<file path="src/hw/rtl/servo_slew_controller_macros.svh">
// Assertion helpers for the servo slew controller.
`ifndef SERVO_SLEW_CONTROLLER_MACROS_SVH
`define SERVO_SLEW_CONTROLLER_MACROS_SVH

// The consequent must hold in the same cycle as the antecedent.
`define SSC_ASSERT_SAME(label, clk, rst, ante, cons) \
   label: assert property (@(posedge clk) disable iff (rst) (ante) |-> (cons)) \
      else $error("servo slew controller: same-cycle check failed");

// The consequent must hold in the cycle after the antecedent.
`define SSC_ASSERT_NEXT(label, clk, rst, ante, cons) \
   label: assert property (@(posedge clk) disable iff (rst) (ante) |=> (cons)) \
      else $error("servo slew controller: next-cycle check failed");

`endif

</file>
<file path="src/hw/rtl/ssc_pkg.sv">
package ssc_pkg;

   localparam int NUM_CHANNELS = 16;
   localparam int IDX_W = (NUM_CHANNELS > 1) ? $clog2(NUM_CHANNELS) : 1;

   localparam int OP_W = 2;
   localparam int CH_W = 4;
   localparam int ANGLE_W = 8;
   localparam int PWM_W = 12;
   localparam int PULSE_W = 13;
   localparam int TIME_W = 16;
   localparam int MS_W = 8;
   localparam int USED_W = 5;
   localparam int CSR_IDX_W = 3;
   localparam int CSR_W = 16;

   localparam int REQ_FIELD_W = CH_W + 2;
   localparam int REQ_DATA_W = ((REQ_FIELD_W + 7) / 8) * 8;
   localparam int RSP_FIELD_W = CH_W + PULSE_W + 1;
   localparam int RSP_DATA_W = ((RSP_FIELD_W + 7) / 8) * 8;

   localparam logic [ANGLE_W-1:0] RESET_ANGLE = 8'd90;
   localparam logic [ANGLE_W-1:0] RESET_ANGLE_A = 8'd0;
   localparam logic [ANGLE_W-1:0] RESET_ANGLE_B = 8'd180;
   localparam logic [MS_W-1:0] RESET_STEP_INTERVAL = 8'd20;
   localparam logic [TIME_W-1:0] RESET_AUTO_OFF = 16'd1000;
   localparam logic [PWM_W-1:0] RESET_PULSE_MIN = 12'd150;
   localparam logic [PWM_W-1:0] RESET_PULSE_MAX = 12'd600;
   localparam logic [USED_W-1:0] RESET_CHANNELS_USED = 5'd16;

   localparam logic [MS_W-1:0] MS_MAX = '1;
   localparam logic [PWM_W-1:0] PWM_MAX = '1;
   localparam logic [PULSE_W-1:0] FULL_OFF = 13'd4096;

   localparam int ANGLE_SPAN = 180;
   localparam int RECIP_SHIFT = 28;
   localparam int RECIP_W = 21;
   localparam logic [RECIP_W-1:0] RECIP = RECIP_W'((64'd1 << RECIP_SHIFT) / ANGLE_SPAN);
   localparam int PIPE_DEPTH = 4;

   typedef enum logic [OP_W-1:0] {
      OP_TICK  = 2'd0,
      OP_SET   = 2'd1,
      OP_QUERY = 2'd2,
      OP_START = 2'd3
   } op_type;

   typedef enum logic [CSR_IDX_W-1:0] {
      CSR_ANGLE_A       = 3'd0,
      CSR_ANGLE_B       = 3'd1,
      CSR_STEP_INTERVAL = 3'd2,
      CSR_AUTO_OFF      = 3'd3,
      CSR_PULSE_MIN     = 3'd4,
      CSR_PULSE_MAX     = 3'd5,
      CSR_CHANNELS_USED = 3'd6
   } csr_index_type;

   typedef enum logic [1:0] {
      ACT_NONE,
      ACT_MOVE,
      ACT_OFF
   } act_type;

   typedef enum logic [1:0] {
      EMIT_PULSE,
      EMIT_OFF,
      EMIT_REPORT
   } emit_sel_type;

   typedef struct packed {
      logic         accept;
      logic         tick_eval;
      logic         start_eval;
      logic         set_eval;
      logic         next;
      logic         emit;
      emit_sel_type emit_sel;
      logic         flush;
   } cmd_type;

   typedef struct packed {
      op_type  op;
      logic    power;
      logic    tick_go;
      logic    ch_ok;
      logic    none_served;
      logic    idx_last;
      act_type act;
      logic    can_emit;
   } status_type;

   typedef struct packed {
      logic               kind;
      logic [CH_W-1:0]    channel;
      logic [PULSE_W-1:0] pulse;
      logic               position;
   } result_type;

endpackage

</file>
<file path="src/hw/rtl/servo_slew_controller.sv">
// Slew-limited controller for up to sixteen servo channels. Each input word is a
// millisecond tick, a set, a query or a start command; each output word is either a
// pulse width update or a position report, and tlast marks the final output word of
// an input word. Words are handled one at a time. A tick that does not reach the step
// interval, or a set or query of a channel that does not exist, gives nothing. A tick
// that sweeps visits every served channel, one that neither moves nor turns off as
// well as one that turns off or moves, and a start visits every served channel too.
// Moving channels and every channel of a start go through the four-stage pulse
// width pipeline (multiply, reciprocal multiply for the division by 180, correction,
// offset and saturation) that one sequencer shares across all channels. A stalled
// output adds its stall time. Configuration is to be written through the csr port
// only while the block is idle; the block itself does not enforce this. Indexes
// beyond the last register are ignored.
`include "servo_slew_controller_macros.svh"

module servo_slew_controller (
   input  logic                           clock,
   input  logic                           reset,
   // tdata: channel [3:0], dir [4], power [5], zero fill [7:6]
   input  logic [ssc_pkg::REQ_DATA_W-1:0] req_tdata,
   // tuser: op [1:0]
   input  logic [ssc_pkg::OP_W-1:0]       req_tuser,
   input  logic                           req_tvalid,
   output logic                           req_tready,
   // tdata: out_channel [3:0], pulse [16:4], position [17], zero fill [23:18]
   output logic [ssc_pkg::RSP_DATA_W-1:0] rsp_tdata,
   // tuser: kind [0]
   output logic                           rsp_tuser,
   output logic                           rsp_tlast,
   output logic                           rsp_tvalid,
   input  logic                           rsp_tready,
   input  logic                           csr_we,
   input  logic [ssc_pkg::CSR_IDX_W-1:0]  csr_index,
   input  logic [ssc_pkg::CSR_W-1:0]      csr_wdata
);
   import ssc_pkg::*;

   cmd_type    cmd;
   status_type status;

   ssc_ctrl u_ctrl (
      .clock      (clock),
      .reset      (reset),
      .req_tvalid (req_tvalid),
      .req_tready (req_tready),
      .status     (status),
      .cmd        (cmd)
   );

   ssc_datapath u_datapath (
      .clock      (clock),
      .reset      (reset),
      .csr_we     (csr_we),
      .csr_index  (csr_index),
      .csr_wdata  (csr_wdata),
      .req_tdata  (req_tdata),
      .req_tuser  (req_tuser),
      .cmd        (cmd),
      .status     (status),
      .rsp_tvalid (rsp_tvalid),
      .rsp_tready (rsp_tready),
      .rsp_tdata  (rsp_tdata),
      .rsp_tuser  (rsp_tuser),
      .rsp_tlast  (rsp_tlast)
   );

   `SSC_ASSERT_NEXT(a_busy_after_accept, clock, reset, req_tvalid && req_tready, !req_tready)
   `SSC_ASSERT_SAME(a_report_has_no_pulse, clock, reset, rsp_tvalid && rsp_tuser, rsp_tdata[16:4] == '0)
   `SSC_ASSERT_SAME(a_update_in_range, clock, reset, rsp_tvalid && !rsp_tuser, !rsp_tdata[17] && (rsp_tdata[16:4] <= FULL_OFF))

endmodule

</file>
<file path="src/hw/rtl/ssc_pulse.sv">
module ssc_pulse (
   input  logic                        clock,
   input  logic [ssc_pkg::ANGLE_W-1:0] angle,
   input  logic [ssc_pkg::PWM_W-1:0]   pulse_min,
   input  logic [ssc_pkg::PWM_W-1:0]   pulse_max,
   output logic [ssc_pkg::PULSE_W-1:0] pulse
);
   import ssc_pkg::*;

   localparam int MAG_W = ANGLE_W + PWM_W;
   localparam int Q_W = MAG_W - $clog2(ANGLE_SPAN) + 1;
   localparam int SCALED_W = MAG_W + RECIP_W;
   localparam int SUM_W = Q_W + 2;

   logic                    span_neg;
   logic [PWM_W-1:0]        span_mag;
   logic [MAG_W-1:0]        mag_in, mag_ff, mag2_ff;
   logic [SCALED_W-1:0]     scaled;
   logic [Q_W-1:0]          qraw_in, qraw_ff;
   logic [MAG_W-1:0]        rem;
   logic [Q_W-1:0]          qfix_in, qfix_ff;
   logic signed [SUM_W-1:0] base, qsigned, sum;
   logic [PULSE_W-1:0]      pulse_in, pulse_ff;

   // The sign of the span is taken out so that the quotient truncates toward zero.
   assign span_neg = pulse_max < pulse_min;
   assign span_mag = span_neg ? pulse_min - pulse_max : pulse_max - pulse_min;
   assign mag_in = MAG_W'(angle) * MAG_W'(span_mag);

   // Reciprocal estimate is never high and at most one low; one correction fixes it.
   assign scaled = SCALED_W'(mag_ff) * SCALED_W'(RECIP);
   assign qraw_in = scaled[RECIP_SHIFT +: Q_W];
   assign rem = mag2_ff - MAG_W'(qraw_ff) * MAG_W'(ANGLE_SPAN);
   assign qfix_in = (rem >= MAG_W'(ANGLE_SPAN)) ? qraw_ff + Q_W'(1) : qraw_ff;

   assign base = $signed({{(SUM_W-PWM_W){1'b0}}, pulse_min});
   assign qsigned = $signed({{(SUM_W-Q_W){1'b0}}, qfix_ff});
   assign sum = span_neg ? base - qsigned : base + qsigned;

   always_comb begin
      if (sum[SUM_W-1]) begin
         pulse_in = '0;
      end else if (sum[SUM_W-2:PWM_W] != '0) begin
         pulse_in = PULSE_W'(PWM_MAX);
      end else begin
         pulse_in = PULSE_W'(sum[PWM_W-1:0]);
      end
   end

   always_ff @(posedge clock) begin
      mag_ff <= mag_in;
      mag2_ff <= mag_ff;
      qraw_ff <= qraw_in;
      qfix_ff <= qfix_in;
      pulse_ff <= pulse_in;
   end

   assign pulse = pulse_ff;

endmodule

</file>
<file path="src/hw/rtl/ssc_datapath.sv">
module ssc_datapath (
   input  logic                           clock,
   input  logic                           reset,
   input  logic                           csr_we,
   input  logic [ssc_pkg::CSR_IDX_W-1:0]  csr_index,
   input  logic [ssc_pkg::CSR_W-1:0]      csr_wdata,
   input  logic [ssc_pkg::REQ_DATA_W-1:0] req_tdata,
   input  logic [ssc_pkg::OP_W-1:0]       req_tuser,
   input  ssc_pkg::cmd_type               cmd,
   output ssc_pkg::status_type            status,
   output logic                           rsp_tvalid,
   input  logic                           rsp_tready,
   output logic [ssc_pkg::RSP_DATA_W-1:0] rsp_tdata,
   output logic                           rsp_tuser,
   output logic                           rsp_tlast
);
   import ssc_pkg::*;

   logic [ANGLE_W-1:0] angle_a_ff, angle_b_ff;
   logic [MS_W-1:0]    step_interval_ff;
   logic [TIME_W-1:0]  auto_off_ff;
   logic [PWM_W-1:0]   pulse_min_ff, pulse_max_ff;
   logic [USED_W-1:0]  channels_used_ff;

   op_type             op_ff;
   logic               dir_ff, power_ff, ch_ok_ff, tick_go_ff;
   logic [IDX_W-1:0]   idx_ff;
   logic [MS_W-1:0]    ms_ff, elapsed_ff, ms_in;
   logic               tick_go_in;

   logic [ANGLE_W-1:0] cur_ff [NUM_CHANNELS];
   logic [ANGLE_W-1:0] goal_ff [NUM_CHANNELS];
   logic               drv_ff [NUM_CHANNELS];
   logic [TIME_W-1:0]  cnt_ff [NUM_CHANNELS];

   logic [ANGLE_W-1:0] cur_rd, goal_rd, step_ang, mid_ang, ang_ff;
   logic               drv_rd, moving, timed, fire;
   logic [TIME_W-1:0]  cnt_rd, elapsed_ext;
   logic [ANGLE_W:0]   angle_sum;
   logic [USED_W-1:0]  n_served;
   logic [PULSE_W-1:0] pulse_calc;
   logic               rpt_pos;
   act_type            act;

   result_type         new_res, hold_ff, rsp_ff;
   logic               hold_v_ff, rsp_v_ff, rsp_last_ff, out_free;

   always_ff @(posedge clock) begin
      if (reset) begin
         angle_a_ff <= RESET_ANGLE_A;
         angle_b_ff <= RESET_ANGLE_B;
         step_interval_ff <= RESET_STEP_INTERVAL;
         auto_off_ff <= RESET_AUTO_OFF;
         pulse_min_ff <= RESET_PULSE_MIN;
         pulse_max_ff <= RESET_PULSE_MAX;
         channels_used_ff <= RESET_CHANNELS_USED;
      end else if (csr_we) begin
         case (csr_index)
            CSR_ANGLE_A: angle_a_ff <= csr_wdata[ANGLE_W-1:0];
            CSR_ANGLE_B: angle_b_ff <= csr_wdata[ANGLE_W-1:0];
            CSR_STEP_INTERVAL: step_interval_ff <= csr_wdata[MS_W-1:0];
            CSR_AUTO_OFF: auto_off_ff <= csr_wdata[TIME_W-1:0];
            CSR_PULSE_MIN: pulse_min_ff <= csr_wdata[PWM_W-1:0];
            CSR_PULSE_MAX: pulse_max_ff <= csr_wdata[PWM_W-1:0];
            CSR_CHANNELS_USED: channels_used_ff <= csr_wdata[USED_W-1:0];
            default: ;
         endcase
      end
   end

   assign ms_in = (ms_ff == MS_MAX) ? ms_ff : ms_ff + MS_W'(1);
   assign tick_go_in = ms_in >= step_interval_ff;

   always_ff @(posedge clock) begin
      if (reset) begin
         ms_ff <= '0;
         op_ff <= OP_TICK;
         dir_ff <= 1'b0;
         power_ff <= 1'b0;
         ch_ok_ff <= 1'b0;
         tick_go_ff <= 1'b0;
         elapsed_ff <= '0;
         idx_ff <= '0;
      end else if (cmd.accept) begin
         op_ff <= op_type'(req_tuser);
         dir_ff <= req_tdata[CH_W];
         power_ff <= req_tdata[CH_W+1];
         ch_ok_ff <= (USED_W'(req_tdata[CH_W-1:0]) < USED_W'(NUM_CHANNELS));
         if (op_type'(req_tuser) == OP_SET || op_type'(req_tuser) == OP_QUERY) begin
            idx_ff <= req_tdata[IDX_W-1:0];
         end else begin
            idx_ff <= '0;
         end
         if (op_type'(req_tuser) == OP_TICK) begin
            ms_ff <= tick_go_in ? '0 : ms_in;
            elapsed_ff <= ms_in;
            tick_go_ff <= tick_go_in;
         end
      end else if (cmd.next) begin
         idx_ff <= idx_ff + IDX_W'(1);
      end
   end

   assign cur_rd = cur_ff[idx_ff];
   assign goal_rd = goal_ff[idx_ff];
   assign drv_rd = drv_ff[idx_ff];
   assign cnt_rd = cnt_ff[idx_ff];

   assign elapsed_ext = TIME_W'(elapsed_ff);
   assign moving = cur_rd != goal_rd;
   assign step_ang = (goal_rd > cur_rd) ? cur_rd + ANGLE_W'(1) : cur_rd - ANGLE_W'(1);
   assign timed = drv_rd && (auto_off_ff != '0);
   assign fire = cnt_rd <= elapsed_ext;
   assign angle_sum = (ANGLE_W+1)'(angle_a_ff) + (ANGLE_W+1)'(angle_b_ff);
   assign mid_ang = angle_sum[ANGLE_W:1];

   always_comb begin
      if (moving) begin
         act = ACT_MOVE;
      end else if (timed && fire) begin
         act = ACT_OFF;
      end else begin
         act = ACT_NONE;
      end
   end

   always_ff @(posedge clock) begin
      if (reset) begin
         for (int i = 0; i < NUM_CHANNELS; i++) begin
            cur_ff[i] <= RESET_ANGLE;
            goal_ff[i] <= RESET_ANGLE;
            drv_ff[i] <= 1'b0;
            cnt_ff[i] <= '0;
         end
      end else if (cmd.tick_eval) begin
         if (moving) begin
            cur_ff[idx_ff] <= step_ang;
            drv_ff[idx_ff] <= 1'b1;
            cnt_ff[idx_ff] <= auto_off_ff;
         end else if (timed) begin
            if (fire) begin
               cnt_ff[idx_ff] <= '0;
               drv_ff[idx_ff] <= 1'b0;
            end else begin
               cnt_ff[idx_ff] <= cnt_rd - elapsed_ext;
            end
         end
      end else if (cmd.start_eval) begin
         cur_ff[idx_ff] <= mid_ang;
         goal_ff[idx_ff] <= angle_a_ff;
      end else if (cmd.set_eval) begin
         if (power_ff) begin
            goal_ff[idx_ff] <= dir_ff ? angle_b_ff : angle_a_ff;
         end else begin
            goal_ff[idx_ff] <= cur_rd;
            drv_ff[idx_ff] <= 1'b0;
         end
      end
   end

   always_ff @(posedge clock) begin
      if (cmd.tick_eval) begin
         ang_ff <= step_ang;
      end else if (cmd.start_eval) begin
         ang_ff <= mid_ang;
      end
   end

   ssc_pulse u_pulse (
      .clock     (clock),
      .angle     (ang_ff),
      .pulse_min (pulse_min_ff),
      .pulse_max (pulse_max_ff),
      .pulse     (pulse_calc)
   );

   always_comb begin
      case (op_ff)
         OP_SET: rpt_pos = dir_ff;
         OP_QUERY: rpt_pos = goal_rd != angle_a_ff;
         default: rpt_pos = 1'b0;
      endcase
   end

   always_comb begin
      new_res.channel = CH_W'(idx_ff);
      case (cmd.emit_sel)
         EMIT_PULSE: begin
            new_res.kind = 1'b0;
            new_res.pulse = pulse_calc;
            new_res.position = 1'b0;
         end
         EMIT_OFF: begin
            new_res.kind = 1'b0;
            new_res.pulse = FULL_OFF;
            new_res.position = 1'b0;
         end
         EMIT_REPORT: begin
            new_res.kind = 1'b1;
            new_res.pulse = '0;
            new_res.position = rpt_pos;
         end
         default: begin
            new_res.kind = 1'b0;
            new_res.pulse = '0;
            new_res.position = 1'b0;
         end
      endcase
   end

   // One word is held back so the final word of an item can be marked last.
   assign out_free = !rsp_v_ff || rsp_tready;

   always_ff @(posedge clock) begin
      if (reset) begin
         hold_v_ff <= 1'b0;
         rsp_v_ff <= 1'b0;
         rsp_last_ff <= 1'b0;
      end else if (cmd.emit) begin
         hold_ff <= new_res;
         hold_v_ff <= 1'b1;
         if (hold_v_ff) begin
            rsp_ff <= hold_ff;
            rsp_last_ff <= 1'b0;
            rsp_v_ff <= 1'b1;
         end else if (rsp_tready) begin
            rsp_v_ff <= 1'b0;
         end
      end else if (cmd.flush && hold_v_ff) begin
         rsp_ff <= hold_ff;
         rsp_last_ff <= 1'b1;
         rsp_v_ff <= 1'b1;
         hold_v_ff <= 1'b0;
      end else if (rsp_tready) begin
         rsp_v_ff <= 1'b0;
      end
   end

   assign n_served = (channels_used_ff > USED_W'(NUM_CHANNELS)) ?
                     USED_W'(NUM_CHANNELS) : channels_used_ff;

   assign status.op = op_ff;
   assign status.power = power_ff;
   assign status.tick_go = tick_go_ff;
   assign status.ch_ok = ch_ok_ff;
   assign status.none_served = n_served == '0;
   assign status.idx_last = (USED_W'(idx_ff) + USED_W'(1)) == n_served;
   assign status.act = act;
   assign status.can_emit = !hold_v_ff || out_free;

   assign rsp_tvalid = rsp_v_ff;
   assign rsp_tdata = {{(RSP_DATA_W-RSP_FIELD_W){1'b0}},
                       rsp_ff.position, rsp_ff.pulse, rsp_ff.channel};
   assign rsp_tuser = rsp_ff.kind;
   assign rsp_tlast = rsp_last_ff;

endmodule

</file>
<file path="src/hw/rtl/ssc_ctrl.sv">
module ssc_ctrl (
   input  logic                clock,
   input  logic                reset,
   input  logic                req_tvalid,
   output logic                req_tready,
   input  ssc_pkg::status_type status,
   output ssc_pkg::cmd_type    cmd
);
   import ssc_pkg::*;

   localparam int WAIT_W = (PIPE_DEPTH > 1) ? $clog2(PIPE_DEPTH) : 1;

   typedef enum logic [3:0] {
      ST_IDLE,
      ST_DISPATCH,
      ST_TICK_EVAL,
      ST_START_EVAL,
      ST_SET,
      ST_WAIT,
      ST_EMIT_PULSE,
      ST_EMIT_OFF,
      ST_EMIT_RPT,
      ST_NEXT,
      ST_FLUSH
   } state_type;

   state_type         state_ff, state_in;
   logic [WAIT_W-1:0] wait_ff, wait_in;

   always_comb begin
      state_in = state_ff;
      wait_in = wait_ff;
      cmd = '0;
      req_tready = state_ff == ST_IDLE;
      case (state_ff)
         ST_IDLE: begin
            if (req_tvalid) begin
               cmd.accept = 1'b1;
               state_in = ST_DISPATCH;
            end
         end
         ST_DISPATCH: begin
            case (status.op)
               OP_TICK: begin
                  state_in = (status.tick_go && !status.none_served) ? ST_TICK_EVAL : ST_IDLE;
               end
               OP_SET: state_in = status.ch_ok ? ST_SET : ST_IDLE;
               OP_QUERY: state_in = status.ch_ok ? ST_EMIT_RPT : ST_IDLE;
               OP_START: state_in = status.none_served ? ST_IDLE : ST_START_EVAL;
               default: state_in = ST_IDLE;
            endcase
         end
         ST_TICK_EVAL: begin
            cmd.tick_eval = 1'b1;
            wait_in = '0;
            case (status.act)
               ACT_MOVE: state_in = ST_WAIT;
               ACT_OFF: state_in = ST_EMIT_OFF;
               default: state_in = ST_NEXT;
            endcase
         end
         ST_START_EVAL: begin
            cmd.start_eval = 1'b1;
            wait_in = '0;
            state_in = ST_WAIT;
         end
         ST_SET: begin
            cmd.set_eval = 1'b1;
            state_in = status.power ? ST_EMIT_RPT : ST_EMIT_OFF;
         end
         ST_WAIT: begin
            if (wait_ff == WAIT_W'(PIPE_DEPTH - 1)) begin
               state_in = ST_EMIT_PULSE;
            end else begin
               wait_in = wait_ff + WAIT_W'(1);
            end
         end
         ST_EMIT_PULSE: begin
            cmd.emit_sel = EMIT_PULSE;
            if (status.can_emit) begin
               cmd.emit = 1'b1;
               state_in = (status.op == OP_START) ? ST_EMIT_RPT : ST_NEXT;
            end
         end
         ST_EMIT_OFF: begin
            cmd.emit_sel = EMIT_OFF;
            if (status.can_emit) begin
               cmd.emit = 1'b1;
               state_in = (status.op == OP_TICK) ? ST_NEXT : ST_FLUSH;
            end
         end
         ST_EMIT_RPT: begin
            cmd.emit_sel = EMIT_REPORT;
            if (status.can_emit) begin
               cmd.emit = 1'b1;
               state_in = (status.op == OP_START) ? ST_NEXT : ST_FLUSH;
            end
         end
         ST_NEXT: begin
            if (status.idx_last) begin
               state_in = ST_FLUSH;
            end else begin
               cmd.next = 1'b1;
               state_in = (status.op == OP_START) ? ST_START_EVAL : ST_TICK_EVAL;
            end
         end
         ST_FLUSH: begin
            if (status.can_emit) begin
               cmd.flush = 1'b1;
               state_in = ST_IDLE;
            end
         end
         default: state_in = ST_IDLE;
      endcase
   end

   always_ff @(posedge clock) begin
      if (reset) begin
         state_ff <= ST_IDLE;
         wait_ff <= '0;
      end else begin
         state_ff <= state_in;
         wait_ff <= wait_in;
      end
   end

endmodule

</file>
<file path="config.mk">
export PLATFORM = sky130hd
export DESIGN_NAME = servo_slew_controller
export DESIGN_NICKNAME = d
export VERILOG_FILES = /design/src/hw/rtl/ssc_pkg.sv /design/src/hw/rtl/servo_slew_controller.sv /design/src/hw/rtl/ssc_pulse.sv /design/src/hw/rtl/ssc_datapath.sv /design/src/hw/rtl/ssc_ctrl.sv
export VERILOG_INCLUDE_DIRS = /design/src /design/src/hw/rtl
export SDC_FILE = /design/constraint.sdc
export NUM_CORES = 2
export LEC_CHECK = 0
export BUFFER_PORTS_ARGS = -buffer_cell sky130_fd_sc_hd__buf_4
export CAP_MARGIN = 20
export CORE_MARGIN = 5
export CORE_UTILIZATION = 60
export CTS_BUF_LIST = sky130_fd_sc_hd__clkbuf_8
export DETAILED_ROUTE_END_ITERATION = 16
export PLACE_DENSITY = 0.8
export SETUP_SLACK_MARGIN = 0.3
export SLEW_MARGIN = 20
export SYNTH_ARGS = -nofsm -noshare
export SYNTH_HDL_FRONTEND = slang
export SYNTH_SLANG_ARGS = --single-unit
export TNS_END_PERCENT = 100
</file>
<file path="constraint.sdc">
create_clock -name clock -period 10.3 [get_ports clock]
set_clock_uncertainty 0.2 [all_clocks]
set_input_delay 2.06 -clock clock [delete_from_list [all_inputs] [get_ports clock]]
set_output_delay 2.06 -clock clock [all_outputs]
set_load 0.03 [all_outputs]
</file>
# Yosys cells after proc, flatten, opt, wreduce, memory -nomap -nowiden
# Memories as Yosys holds them, arrays and structs flattened. A register that Yosys moved wholly into a read port is not among the register bits.
# Index checks and enable logic that the tools add are counted.
dict set report word_totals {
  register_bits 229
  latch_bits 0
  mem_bits_rw 528
  mem_bits_ro 0
  inputBits 34
  out_inout_bits 28
  elab_cells 270
  memories 4
}
# name depth width rd rd_ports_with_merged_regs write_ports line_no
set mem_list {}
lappend mem_list {u_datapath.cnt_ff 16 16 1 1 16 ssc_datapath.sv:34} ;# logic [TIME_W-1:0] cnt_ff [NUM_CHANNELS];
lappend mem_list {u_datapath.cur_ff 16 8 1 1 16 ssc_datapath.sv:31} ;# logic [ANGLE_W-1:0] cur_ff [NUM_CHANNELS];
lappend mem_list {u_datapath.goal_ff 16 8 1 1 16 ssc_datapath.sv:32} ;# logic [ANGLE_W-1:0] goal_ff [NUM_CHANNELS];
lappend mem_list {u_datapath.drv_ff 16 1 1 1 16 ssc_datapath.sv:33} ;# logic drv_ff [NUM_CHANNELS];
dict set report op_classes {
  add_sub_neg 14
  multipliers 3
  n_div 0
  order_cmp 6
  eq_ne 38
  shift 0
  mux 123
  n_bitwise 8
  n_reduce_logical 40
}
# op count
set ops {}
lappend ops {{two-way mux 4 bit} 24}
lappend ops {{two-way mux 8 bit} 11}
lappend ops {{two-way mux 1 bit} 62}
lappend ops {{two-way mux 19 bit} 3}
lappend ops {{two-way mux 16 bit} 3}
lappend ops {{case mux 4 bit (11 select lines)} 1}
lappend ops {{case mux 14 bit (3 select lines)} 1}
lappend ops {{multiplier 20 x 19 -> 39 bit, second input constant} 1}
lappend ops {{two-way mux 12 bit} 2}
lappend ops {{subtractor 12 bit} 2}
lappend ops {{AND reduction 2 bit} 11}
lappend ops {{greater-or-equal comparator 20 x 8 -> 1 bit, second input constant} 1}
lappend ops {{multiplier 8 x 12 -> 20 bit} 1}
lappend ops {{subtractor 20 bit} 1}
lappend ops {{multiplier 13 x 6 -> 18 bit, second input constant} 1}
lappend ops {{adder 8 x 1 -> 8 bit, second input constant} 2}
lappend ops {{equality test 4 x 3 -> 1 bit, second input constant} 4}
lappend ops {{less-or-equal comparator 16 x 8 -> 1 bit} 1}
lappend ops {{!= test 8 bit} 2}
lappend ops {{case mux 4 bit (4 select lines)} 1}
lappend ops {{nonzero test 16 bit} 1}
lappend ops {{OR reduction 16 bit} 1}
lappend ops {{OR reduction 8 bit} 2}
lappend ops {{subtractor 16 x 8 -> 16 bit} 1}
lappend ops {{other kinds (47)} 92}

# Depth between registers and ports, before layout
dict set report depth {
  ltp_word 11
  mapped_depth 32
  ltp_nobuf 31
}

# Hierarchy
# A second synthesis with hierarchy kept.
dict set report hier_totals {
  hier_cells 4435
  area_unflattened_um2 48004.8
}
# mod instances cells_each area_per_inst_um2 seq_area_each_um2
set by_module_without_submodules {}
lappend by_module_without_submodules {ssc_datapath 1 2579 31731.7 19278.5}
lappend by_module_without_submodules {ssc_pulse 1 1762 15601.2 1521.5}
lappend by_module_without_submodules {ssc_ctrl 1 94 671.9 120.1}

# Least setup slack after synthesis
# Ideal clock, no wire load.
dict set report synth_timing {
  path_type {register -> register}
  from {reg u_datapath.pulse_min_ff[0]}
  to {reg u_datapath.u_pulse.mag_ff[19]}
  setup_time_ns 0.128
  t_arrival_ns 6.725
  t_required_ns 9.972
  slack_ns 3.247
  stages_incl_launch_ff 29
  path_buffers 2
  synth_period_minus_slack_ns 7.053
  path_cell_list {dfxtp_1 -> ha_1 -> inv_1 -> fa_1 -> a21o_1 -> a21oi_1 -> o21ai_0 -> a31o_2 -> nand2_1 -> buf_1 -> buf_1 -> nand2_1 -> nand2_1 -> nand2_1 -> fa_1 -> fa_1 -> inv_1 -> fa_1 -> inv_1 -> fa_1 -> inv_1 -> ha_1 -> a21boi_0 -> o41ai_1 -> o21ai_0 -> o41ai_1 -> o21ai_0 -> mux2i_1 -> nand4b_1}
}
dict set report synth_between {
  elab_chain_len 3
  elab_cells_between_ends 5
  cone_classes {2 x add/sub; 1 x mul; 1 x order compare; 1 x mux}
}
# item line_no
set synth_rtl {}
lappend synth_rtl {{start: declaration} ssc_datapath.sv:22} ;# logic [PWM_W-1:0] pulse_min_ff, pulse_max_ff;
lappend synth_rtl {{start signal: assignment} ssc_datapath.sv:63} ;# CSR_PULSE_MIN: pulse_min_ff <= csr_wdata[PWM_W-1:0];
lappend synth_rtl {{subtractor 12 bit or < comparator 12 bit (tied branches)} {ssc_pulse.sv:27, ssc_pulse.sv:26}}
lappend synth_rtl {{two-way mux 12 bit *} ssc_pulse.sv:27} ;# assign span_mag = span_neg ? pulse_min - pulse_max : pulse_max - pulse_min;
lappend synth_rtl {{multiplier 8 x 12 -> 20 bit *} ssc_pulse.sv:28} ;# assign mag_in = MAG_W'(angle) * MAG_W'(span_mag);
lappend synth_rtl {{named net u_datapath.u_pulse.mag_in[19]} ssc_pulse.sv:17} ;# logic [MAG_W-1:0] mag_in, mag_ff, mag2_ff;
lappend synth_rtl {{end signal: assignment} ssc_pulse.sv:51} ;# mag_ff <= mag_in;
lappend synth_rtl {{end: declaration} ssc_pulse.sv:17}
# The timed path passes the listed nets; every way through them passes the cells marked *.
# A chain may end at the register's enable or synchronous reset.

# Worst setup path in the final report
# Same ends and word-level chain as after synthesis.

==> flow_summary.json <==
{
  "tightest_slew_ps": 1070,
  "grt_pass1_vias": 32362,
  "synth_area_per_cell_um2": 11.0,
  "cts_buffer_depth": 3,
  "io_pins": 62,
  "syn_to_final_growth_pct": 7.39,
  "dieArea_um2": 84100,
  "reg2reg_slack_ps": 1930,
  "core_area_um2": 77600,
  "grt_max_degree": 79,
  "cts_max_level": 3,
  "tns_ps": 0,
  "clockRootBuffer": "clkbuf_8",
  "vias": 32396,
  "globalRouteMet3Util_pct": 4.45,
  "yosysTopAreaCell": "edfxtp_1",
  "track_usage_pct": 26.3,
  "initial_core_util_pct": 60.6,
  "hold_path_depth": 0,
  "drc": 0,
  "antenna_found_initial": 1,
  "cts_made_buffers": 118,
  "setup_slack_ps": 1930,
  "synthDominantCellAreaShare_pct": 36.6,
  "yosys_most_used_dff": "edfxtp_1",
  "drive_above_1_share_pct": 11.3,
  "syn_inst": 4264,
  "io_buffers": 53,
  "cts_setup_buffers": 0,
  "setup_viol": 0,
  "wl_per_cell_um": 20.6,
  "hp-start": "u_datapath.hold_ff[16]$_DFFE_PP_",
  "fin_crit_sh_pct": 81.2,
  "gp_congestion": 0.907,
  "worst_r2r_endpoint": "u_datapath.u_pulse.mag_ff[19]$_DFF_P_",
  "cap_viol_max_count": 0,
  "critPathCaptureType": "flip-flop",
  "hold_violations": 0,
  "max_freq_ghz": 0.120,
  "syn_area_um2": 47000,
  "synth_edf_count": 574,
  "grt_pass1_wl_um": 178000,
  "antenna_left": 0,
  "met1_usage_pct": 35.1,
  "crit_path_start_kind": "flip-flop",
  "die-height_um": 290,
  "holdPathEnd": "u_datapath.rsp_tdata[2]$_DFFE_PP_",
  "insertion_delay_ps": 770,
  "synth_common_cells": "588 x nor2_1, 574 x edfxtp_1, 504 x inv_1, 432 x nand2_1, 342 x ha_1",
  "hp-class": "flip-flop to flip-flop",
  "clk_pin_slew_worst_paths_ps": 70,
  "relSlewSlack_pct": 28.7,
  "hpwl_um": 82500,
  "grt_overflow": 0,
  "cts_resized": 0,
  "die_width_um": 290,
  "wl_um": 112000,
  "post-synth-top-count-cell": "nor2_1",
  "synth.yosys.seq_area_share_pct": 44.5,
  "worstPathMaxFanout": 22,
  "yosys-top-cells-area": "edfxtp_1 37%, ha_1 9.1%, fa_1 8.9%, dfxtp_1 7.8%, mux4_2 7.7%",
  "yosysUniqueCellTypes": 87,
  "arrival_ps": 8780,
  "tritoncts": "done",
  "rsz0062_at_grt": "no",
  "grt_util_met2_pct": 43.6,
  "async_reset_ff_share_pct": 0,
  "period_needed_ps": 8370,
  "top_usage_layer": "met2",
  "drt-pass1-iter-count": 6,
  "slew_violations": 0,
  "drt_iter0_drc": 3232,
  "ys_ff_latch": 758,
  "postCtsHoldBufs": 0,
  "cts.sinks": 758,
  "fin_nets": 4885,
  "final_util_pct": 65.1,
  "ys_warn_count": 0,
  "crit_type": "flip-flop to flip-flop",
  "cp.required_ps": 10710,
  "place_ws_ps": 2020,
  "worstRegToRegCells": 26,
  "drt-vias-per-instance": 5.95,
  "status": "finished, final reports clean",
  "row_count": 102,
  "r2r_start": "u_datapath.pulse_min_ff[0]$_SDFFE_PP0P_"
}
cells by family after synthesis:
group	count (synthesis)	share of synthesized area, %
DFF	758	44.5
and+or+nand+nor	1452	13.8
other	1	0.00797
xor gates and xnor gates	119	2.24
adders and majority gates	551	18.0
muxes	201	8.55
buffers and inverters	681	5.82
AOI/OAI and AO/OA	501	7.08
critical path, cell delays in order (launching register included):
cell	delay (ps)
dfxtp_1	430
ha_1	200
inv_1	70
fa_1	450
a21o_1	210
a21oi_1	170
o21ai_0	150
a31o_2	260
nand2_1	600
a21oi_1	170
xnor2_1	750
nand2_1	160
fa_1	430
fa_1	540
inv_1	50
fa_1	470
inv_1	50
fa_1	520
inv_1	40
ha_1	320
a21boi_0	180
o41ai_1	420
o21ai_0	200
o41ai_1	540
o21ai_0	290
mux2i_1	170
nand4b_1	170
metal layers:
metal  vias up  wire length (um)
met1     15763             43800
met3       325              9970
met2      1589             53500
met4         0              4960
li1      14719                 -
met5         -                 0
placed cells by master (no fill, tap or decap), types with 124 or more instances in the layout:
cell and instances:
nor2_1 586, edfxtp_1 574, inv_1 545, nand2_1 432, ha_1 342, fa_1 209, dfxtp_1 180, mux4_2 160
a21oi_1 158, clkbuf_8 124
sequential cells by signal (all words and copies together), names as in the netlist, 16 cells and up, named ones only:
register                    count
u_datapath.hold_ff             19
u_datapath.goal_ff            128
u_datapath.auto_off_ff         16
u_datapath.drv_ff              16
u_datapath.u_pulse.mag_ff      20
u_datapath.cur_ff             128
u_datapath.u_pulse.mag2_ff     18
u_datapath.rsp_tdata           18
u_datapath.cnt_ff             256
final cells by class:
class / count / area, um^2
Fill cell: 5821 / 27100
Multi-Input combinational cell: 2830 / 23400
Sequential cell: 758 / 20900
Inverter: 505 / 1900
Clock buffer: 124 / 1710
Tap cell: 1040 / 1300
Timing Repair Buffer: 87 / 666
Clock inverter: 98 / 596
Antenna cell: 1 / 2.50
metrics by stage:
step           cells  cell area, um^2  hold WS, ps
2_1_floorplan   4269            47100          175
3_3_place_gp    5220            48200          202
3_5_place_dp    5220            48200          209
4_1_cts         5442            50500          226
5_1_grt         5443            50500          229
6_report        5443            50500          221
worst max-delay path by stage:
stage | slack [ps] | start | endpoint | cells past startpoint
final | 1930 | u_datapath.pulse_min_ff[0]$_SDFFE_PP0P_ | u_datapath.u_pulse.mag_ff[19]$_DFF_P_ | 26
after global routing | 1290 | u_datapath.pulse_min_ff[0]$_SDFFE_PP0P_ | u_datapath.u_pulse.mag_ff[19]$_DFF_P_ | 26
after CTS | 1970 | u_datapath.pulse_min_ff[0]$_SDFFE_PP0P_ | u_datapath.u_pulse.mag_ff[19]$_DFF_P_ | 27
after detailed placement | 2020 | u_datapath.pulse_max_ff[8]$_SDFFE_PP0P_ | u_datapath.u_pulse.mag_ff[19]$_DFF_P_ | 26
after global placement | 2110 | u_datapath.pulse_min_ff[0]$_SDFFE_PP0P_ | u_datapath.u_pulse.mag_ff[19]$_DFF_P_ | 27
after floorplan | 3250 | u_datapath.pulse_min_ff[0]$_SDFFE_PP0P_ | u_datapath.u_pulse.mag_ff[19]$_DFF_P_ | 28
Power is left out: the tool's default activity adds up to more than one toggle a clock period on the data nets, which glitch-free logic cannot reach.
